`src/sv/dip_pkg.sv`:
```
package dip_pkg;

  localparam int unsigned ChW  = 8;
  localparam int unsigned MagW = 32;
  // Digit accumulation needs mag*10+9 with mag <= 2^31.
  localparam int unsigned AccW = MagW + 4;

  localparam logic [ChW-1:0] ChNul   = 8'h00;
  localparam logic [ChW-1:0] ChPlus  = 8'h2b;
  localparam logic [ChW-1:0] ChMinus = 8'h2d;
  localparam logic [ChW-1:0] ChZero  = 8'h30;
  localparam logic [ChW-1:0] ChNine  = 8'h39;
  localparam logic [ChW-1:0] ChSpace = 8'h20;
  localparam logic [ChW-1:0] ChTab   = 8'h09;
  localparam logic [ChW-1:0] ChCr    = 8'h0d;

  // 2^31: largest magnitude, legal only when negative.
  localparam logic [MagW-1:0] MagLimit = 32'h8000_0000;

  typedef enum logic [5:0] {
    PhLead   = 6'b000001,
    PhSigned = 6'b000010,
    PhZero   = 6'b000100,
    PhDigits = 6'b001000,
    PhTrail  = 6'b010000,
    PhBad    = 6'b100000
  } phase_e;

  typedef struct packed {
    logic            ovf;
    logic [MagW-1:0] mag;
  } acc_t;

  function automatic logic is_ws(input logic [ChW-1:0] c);
    return (c == ChSpace) || ((c >= ChTab) && (c <= ChCr));
  endfunction

  function automatic logic is_digit(input logic [ChW-1:0] c);
    return (c >= ChZero) && (c <= ChNine);
  endfunction

endpackage

```
`src/sv/dip_if.sv`:
```
interface dip_in_if;
  logic                      valid;
  logic                      ready;
  logic [dip_pkg::ChW-1:0]   ch;

  modport source (output valid, output ch, input ready);
  modport sink   (input valid, input ch, output ready);
endinterface

interface dip_out_if;
  logic                         valid;
  logic                         ready;
  logic                         valid_res;
  logic signed [dip_pkg::MagW-1:0] value;

  modport source (output valid, output valid_res, output value, input ready);
  modport sink   (input valid, input valid_res, input value, output ready);
endinterface

```
`src/sv/dip_accum.sv`:
```
module dip_accum (
  input  dip_pkg::acc_t            acc_i,
  input  logic [dip_pkg::ChW-1:0]  ch_i,
  output dip_pkg::acc_t            acc_o
);
  import dip_pkg::*;

  logic [AccW-1:0] mag_ext;
  logic [AccW-1:0] digit;
  logic [AccW-1:0] sum;

  assign mag_ext = {{(AccW-MagW){1'b0}}, acc_i.mag};
  assign digit   = {{(AccW-ChW){1'b0}}, ch_i - ChZero};
  // x*10 = x*8 + x*2
  assign sum     = (mag_ext << 3) + (mag_ext << 1) + digit;

  always_comb begin
    acc_o = acc_i;
    if (!acc_i.ovf) begin
      if (sum > {{(AccW-MagW){1'b0}}, MagLimit}) begin
        acc_o.ovf = 1'b1;
      end else begin
        acc_o.mag = sum[MagW-1:0];
      end
    end
  end

endmodule

```
`src/sv/decimal_int32_text_parser.sv`:
```
// Strict decimal text to int32 parser.
// in_i carries one text byte per request (ch); byte 0 terminates the text.
// Leading/trailing whitespace, one optional sign, and at least one digit are
// accepted; a leading zero must stand alone. Each terminator produces one
// request on out_o: valid_res and the signed value (0 when not valid).
// Other bytes produce nothing. After the terminator the parser rearms.
// Throughput: one byte per cycle while no terminator waits on a stalled out_o.
// Each byte is registered, then one multiply-by-ten-and-add plus phase update
// runs before the state and result registers, so a terminator passes the input
// register and then the result registers before its result shows on out_o.
// When out_o stalls, non-terminator bytes keep flowing; a terminator waits
// in the input register until the pending result is taken, and in_i.ready
// drops only then.
// Reset (rst_ni low, asynchronous) empties both registers and returns the
// parser to the leading-whitespace phase.
module decimal_int32_text_parser (
  input  logic      clk_i,
  input  logic      rst_ni,
  dip_in_if.sink    in_i,
  dip_out_if.source out_o
);
  import dip_pkg::*;

  logic           s1_vld_q;
  logic [ChW-1:0] ch_q;
  logic           s1_go;
  logic           term;

  phase_e phase_q, phase_d;
  logic   neg_q, neg_d;
  acc_t   acc_q, acc_d, acc_add;

  logic            out_vld_q, out_vld_d;
  logic            res_ok_q, res_ok_d;
  logic [MagW-1:0] res_val_q, res_val_d;
  logic            ok;

  assign term  = (ch_q == ChNul);
  assign s1_go = s1_vld_q && (!term || !out_vld_q || out_o.ready);
  assign in_i.ready = !s1_vld_q || s1_go;

  dip_accum u_accum (
    .acc_i (acc_q),
    .ch_i  (ch_q),
    .acc_o (acc_add)
  );

  assign ok = ((phase_q == PhZero) || (phase_q == PhDigits) || (phase_q == PhTrail))
              && !acc_q.ovf && (neg_q || (acc_q.mag < MagLimit));

  always_comb begin
    phase_d   = phase_q;
    neg_d     = neg_q;
    acc_d     = acc_q;
    out_vld_d = out_vld_q && !out_o.ready;
    res_ok_d  = res_ok_q;
    res_val_d = res_val_q;
    if (s1_go) begin
      if (term) begin
        out_vld_d = 1'b1;
        res_ok_d  = ok;
        res_val_d = ok ? (neg_q ? (MagW'(0) - acc_q.mag) : acc_q.mag) : '0;
        phase_d   = PhLead;
        neg_d     = 1'b0;
        acc_d     = '0;
      end else begin
        case (phase_q)
          PhLead: begin
            if (is_ws(ch_q)) begin
              phase_d = PhLead;
            end else if ((ch_q == ChPlus) || (ch_q == ChMinus)) begin
              neg_d   = (ch_q == ChMinus);
              phase_d = PhSigned;
            end else if (ch_q == ChZero) begin
              phase_d = PhZero;
            end else if (is_digit(ch_q)) begin
              acc_d   = acc_add;
              phase_d = PhDigits;
            end else begin
              phase_d = PhBad;
            end
          end
          PhSigned: begin
            if (ch_q == ChZero) begin
              phase_d = PhZero;
            end else if (is_digit(ch_q)) begin
              acc_d   = acc_add;
              phase_d = PhDigits;
            end else begin
              phase_d = PhBad;
            end
          end
          PhZero: begin
            phase_d = is_ws(ch_q) ? PhTrail : PhBad;
          end
          PhDigits: begin
            if (is_digit(ch_q)) begin
              acc_d = acc_add;
            end else begin
              phase_d = is_ws(ch_q) ? PhTrail : PhBad;
            end
          end
          PhTrail: begin
            if (!is_ws(ch_q)) begin
              phase_d = PhBad;
            end
          end
          default: begin
            phase_d = PhBad;
          end
        endcase
      end
    end
  end

  always_ff @(posedge clk_i or negedge rst_ni) begin
    if (!rst_ni) begin
      s1_vld_q  <= 1'b0;
      phase_q   <= PhLead;
      neg_q     <= 1'b0;
      acc_q     <= '0;
      out_vld_q <= 1'b0;
    end else begin
      if (in_i.ready) begin
        s1_vld_q <= in_i.valid;
      end
      phase_q   <= phase_d;
      neg_q     <= neg_d;
      acc_q     <= acc_d;
      out_vld_q <= out_vld_d;
    end
  end

  always_ff @(posedge clk_i) begin
    if (in_i.ready && in_i.valid) begin
      ch_q <= in_i.ch;
    end
    res_ok_q  <= res_ok_d;
    res_val_q <= res_val_d;
  end

  assign out_o.valid     = out_vld_q;
  assign out_o.valid_res = res_ok_q;
  assign out_o.value     = signed'(res_val_q);

endmodule
```
`src/flat_wrapper.sv`:
```
// flat-port wrapper written by rule: the top's interface ports become plain ports
module decimal_int32_text_parser_flat import dip_pkg::*;
  (clk_i, rst_ni, in_i_valid, in_i_ch, in_i_ready, out_o_valid, out_o_valid_res, out_o_value, out_o_ready);
  dip_in_if in_i_i ();
  dip_out_if out_o_i ();
  input  logic clk_i;
  input  logic rst_ni;
  input wire logic [$bits(in_i_i.valid)-1:0] in_i_valid;
  input wire logic [$bits(in_i_i.ch)-1:0] in_i_ch;
  output wire logic [$bits(in_i_i.ready)-1:0] in_i_ready;
  output wire logic [$bits(out_o_i.valid)-1:0] out_o_valid;
  output wire logic [$bits(out_o_i.valid_res)-1:0] out_o_valid_res;
  output wire logic [$bits(out_o_i.value)-1:0] out_o_value;
  input wire logic [$bits(out_o_i.ready)-1:0] out_o_ready;
  assign in_i_i.valid = in_i_valid;
  assign in_i_i.ch = in_i_ch;
  assign in_i_ready = in_i_i.ready;
  assign out_o_valid = out_o_i.valid;
  assign out_o_valid_res = out_o_i.valid_res;
  assign out_o_value = out_o_i.value;
  assign out_o_i.ready = out_o_ready;
  decimal_int32_text_parser u_core (.clk_i(clk_i), .rst_ni(rst_ni), .in_i(in_i_i), .out_o(out_o_i));
endmodule
```
`config.mk`:
```
export PLATFORM = sky130hd
export DESIGN_NAME = decimal_int32_text_parser_flat
export DESIGN_NICKNAME = d
export VERILOG_FILES = /design/src/sv/dip_pkg.sv /design/src/sv/dip_if.sv /design/src/sv/dip_accum.sv /design/src/sv/decimal_int32_text_parser.sv /design/src/flat_wrapper.sv
export SDC_FILE = /design/constraint.sdc
export NUM_CORES = 1
export LEC_CHECK = 0
export BUFFER_PORTS_ARGS = -buffer_cell sky130_fd_sc_hd__buf_4
export CAP_MARGIN = 20
export CORE_MARGIN = 2
export CORE_UTILIZATION = 60
export CTS_CLUSTER_DIAMETER = 200
export DETAILED_ROUTE_END_ITERATION = 7
export HOLD_SLACK_MARGIN = 0.06
export PLACE_DENSITY = 0.79
export SYNTH_ARGS = -nofsm -noshare
export SYNTH_HDL_FRONTEND = slang
export SYNTH_SLANG_ARGS = --single-unit
```
`constraint.sdc`:
```
create_clock -name clk_i -period 10.8 [get_ports clk_i]
set_clock_uncertainty 0.1 [all_clocks]
set_input_delay 1.08 -clock clk_i [delete_from_list [all_inputs] [get_ports clk_i]]
set_output_delay 1.08 -clock clk_i [all_outputs]
set_load 0.02 [all_outputs]
```
==> impl_metrics.json <==
{
  "vias": 5953,
  "area_growth_pct": 9.53,
  "final_common_cell": "ha_1",
  "drive_gt1_share_pct": 10.7,
  "drc": 0,
  "max_cap_viol_count": 0,
  "slew-limit-headroom_pct": 44.6,
  "synth_edf_count": 41,
  "endpoint_kind": "flop",
  "worst_pin_slew_ns": 0.823,
  "finalSetupViolCount": 0,
  "grt_pass1_wl_mm": 27.2,
  "synth-main-ff-cell": "edfxtp_1",
  "cts_resized": 0,
  "setup_tns_ns": 0,
  "yosys_register_bits": 83,
  "synth_warnings": 0,
  "grt_pass1_vias": 5308,
  "final_cells": 906,
  "drt_wl_total_mm": 17.2,
  "rr_worst_depth": 16,
  "holdBufCountCts": 0,
  "start_kind": "flop",
  "first_iter_violations": 648,
  "track_usage_pct": 29.5,
  "cts_num_sinks": 83,
  "dieHeight_microns": 110,
  "wl_per_cell_microns": 19.0,
  "fp.dieArea_sq_um": 12000,
  "io_pins": 47,
  "arrival_ns": 5.30,
  "postSynthCellCount": 727,
  "dp_hpwl_mm": 13.7,
  "avgSynthCellArea_sq_um": 9.21,
  "utilization_pct": 67.4,
  "pre_cts_ws_ns": 5.54,
  "slowest_stage": "o21ai_0",
  "drv_slew": 0,
  "fin_nets": 842,
  "reg2reg_from": "u_core.ch_q[4]$_DFFE_PP_",
  "routabilityCongestion": 0.951,
  "worst_path_most_repeated_cell": "inv_1",
  "final_cell_mix": "63 x ha_1, 62 x nor2_1, 60 x nand2_1, 48 x buf_4, 46 x a21oi_1",
  "min_period_ns": 5.16,
  "crit_type": "flop to flop",
  "grt_max_degree": 43,
  "antenna_cells": 0,
  "antenna_found_initial": 0,
  "syn_area_sq_um": 6700,
  "ant_nets": 0,
  "hold_path.class": "flop to flop",
  "r2r-end": "u_core.acc_q[16]$_DFFE_PN0P_",
  "start_util_pct": 61.5,
  "cp_slowest_stage_delay_ns": 0.56,
  "crit_chain": "inv_1, ha_1, inv_1, fa_1, inv_1, ha_1, o211ai_1, a21oi_1, o21ai_0, nand3_1, a211o_1, xor2_1, or4_1, a221o_1, buf_8, a22o_2",
  "synth.distinct_cells": 72,
  "htreeDepth": 3,
  "synthArstFlopShare_pct": 50.6,
  "postCtsSetupRepairBufs": 0,
  "cts_buffer_depth": 2,
  "hold_end": "u_core.out_o.valid$_DFF_PN0_",
  "place_inst": 889,
  "holdPathStages": 2,
  "insertion_delay_ns": 0.36,
  "rsz0062_at_grt": "no",
  "crit_fanout": 22,
  "row_count": 38,
  "clock.fmax_mhz": 194,
  "yosysSeqAreaShare_pct": 34.1,
  "finalCritPeriodShare_pct": 47.8,
  "cts_tree": "built",
  "synth.net_count": 808,
  "setup_slack_ns": 5.64,
  "cts_buffers": 9,
  "coreArea_sq_um": 10900,
  "finalPower_w": 0.000605,
  "r2r_slack_ns": 5.64,
  "clk_pin_slew_worst_paths_ns": 0.09,
  "vias_per_cell": 6.57,
  "power_leakage_nw": 3.21,
  "overflow": 0,
  "status": "completed",
  "dr.pass1.iters": 5,
  "peakVddDrop_v": 0.0000696,
  "cp_num_buf_inv": 4,
  "holdCritStartpoint": "u_core.out_o.valid$_DFF_PN0_",
  "cp_data_required_time_ns": 10.94,
  "cts_root_buf": "clkbuf_8",
  "p_per_area_nw_per_um2": 82.4,
  "final-hold-violation-count": 0,
  "die_w_microns": 110,
  "critPathTopFamily": "compound AO/OA/AOI/OAI gates",
  "io_buffer_count": 46
}
how the worst max path moves through the flow:
stage | end | depth (start not counted) | slack (ns) | start
2_1_floorplan | u_core.acc_q[0]$_DFFE_PN0P_ | 16 | 6.32 | u_core.ch_q[4]$_DFFE_PP_
3_3_place_gp | u_core.acc_q[16]$_DFFE_PN0P_ | 14 | 5.61 | u_core.ch_q[4]$_DFFE_PP_
3_5_place_dp | u_core.acc_q[16]$_DFFE_PN0P_ | 15 | 5.54 | u_core.ch_q[4]$_DFFE_PP_
4_1_cts | u_core.acc_q[16]$_DFFE_PN0P_ | 14 | 5.50 | u_core.ch_q[4]$_DFFE_PP_
5_1_grt | u_core.acc_q[16]$_DFFE_PN0P_ | 17 | 5.36 | u_core.ch_q[4]$_DFFE_PP_
6_report | u_core.acc_q[16]$_DFFE_PN0P_ | 16 | 5.64 | u_core.ch_q[4]$_DFFE_PP_
power breakdown:
group          switching (W)   total, W  internal [W]
sequential        0.00000747   0.000343      0.000335
clock               0.000108   0.000221      0.000113
combinational      0.0000243  0.0000407     0.0000165
flip-flops by register name (all words and copies together) (netlist names):
signal,cells
u_core.acc_q,33
u_core.ch_q,8
u_core.neg_q,1
u_core.out_o.valid,1
u_core.out_o.valid_res,1
u_core.out_o.value,32
u_core.phase_q,6
u_core.s1_vld_q,1
cell families after synthesis:
group | share of synthesized area (%)
flops | 34.1
simple gates | 17.7
mux | 0.299
fa+ha+maj | 13.6
xor+xnor | 8.11
compound gates | 22.0
buf+inv | 4.20
cell type report:
| type | instances | area, sq um |
|---|---|---|
| Fill cell | 857 | 3550 |
| Tap cell | 140 | 175 |
| Multi-Input combinational cell | 582 | 4150 |
| Inverter | 35 | 131 |
| Sequential cell | 83 | 2280 |
| Clock inverter | 4 | 50.0 |
| Timing Repair Buffer | 50 | 403 |
| Clock buffer | 12 | 145 |
per-stage QoR:
stage               hold slack, ns  cell area [sq um]
global route                 0.497               7330
floorplan                    0.396               6700
CTS                          0.459               7320
finish                       0.456               7330
global placement             0.425               7100
detailed placement           0.434               7120
synth_stat cells, drive strengths merged, types with 5 or more instances:
| master | n | area share, % |
|---|---|---|
| o31ai | 12 | 1.3 |
| a22oi | 5 | 0.56 |
| buf | 12 | 1.4 |
| nor2 | 62 | 3.5 |
| a21oi | 48 | 3.7 |
| nand2 | 60 | 3.4 |
| ha | 63 | 12 |
| a21o | 10 | 1.1 |
| edfxtp | 41 | 18 |
| or3 | 7 | 0.65 |
| nor4 | 10 | 1.1 |
| xnor2 | 26 | 3.4 |
| nor3 | 14 | 1.0 |
| dfrtp | 41 | 15 |
| o21ai | 44 | 3.3 |
| or4 | 8 | 0.95 |
| fa | 6 | 1.8 |
| and2 | 9 | 0.86 |
| o21a | 7 | 0.78 |
| o211ai | 7 | 0.78 |
| nand2b | 8 | 0.75 |
| o41ai | 7 | 0.92 |
| clkbuf | 15 | 0.84 |
| xor2 | 36 | 4.7 |
| a22o | 32 | 4.2 |
| nor2b | 8 | 0.75 |
| nand3 | 16 | 1.2 |
| nand4 | 17 | 1.6 |
| a211oi | 5 | 0.56 |
| o21bai | 6 | 0.67 |
| inv | 35 | 2.0 |
worst register-to-register path: cells and delay by family, from the launching register on:
kind	cells	cell delay, ns
compound gates	6	2.07
fa+ha+maj	3	1.12
simple gates	2	0.78
flops	1	0.43
buf+inv	4	0.41
xor+xnor	1	0.14
layer usage:
| layer | global-route usage, % | part of all wire [%] | up-vias |
|---|---|---|---|
| met5 | 0 | 0 | - |
| met4 | 6.69 | 1.6 | 0 |
| met3 | 6.16 | 9.6 | 28 |
| met2 | 43.9 | 44 | 311 |
| met1 | 44.2 | 45 | 2816 |
| li1 | - | - | 2798 |
(Power assumes the default switching activity.)
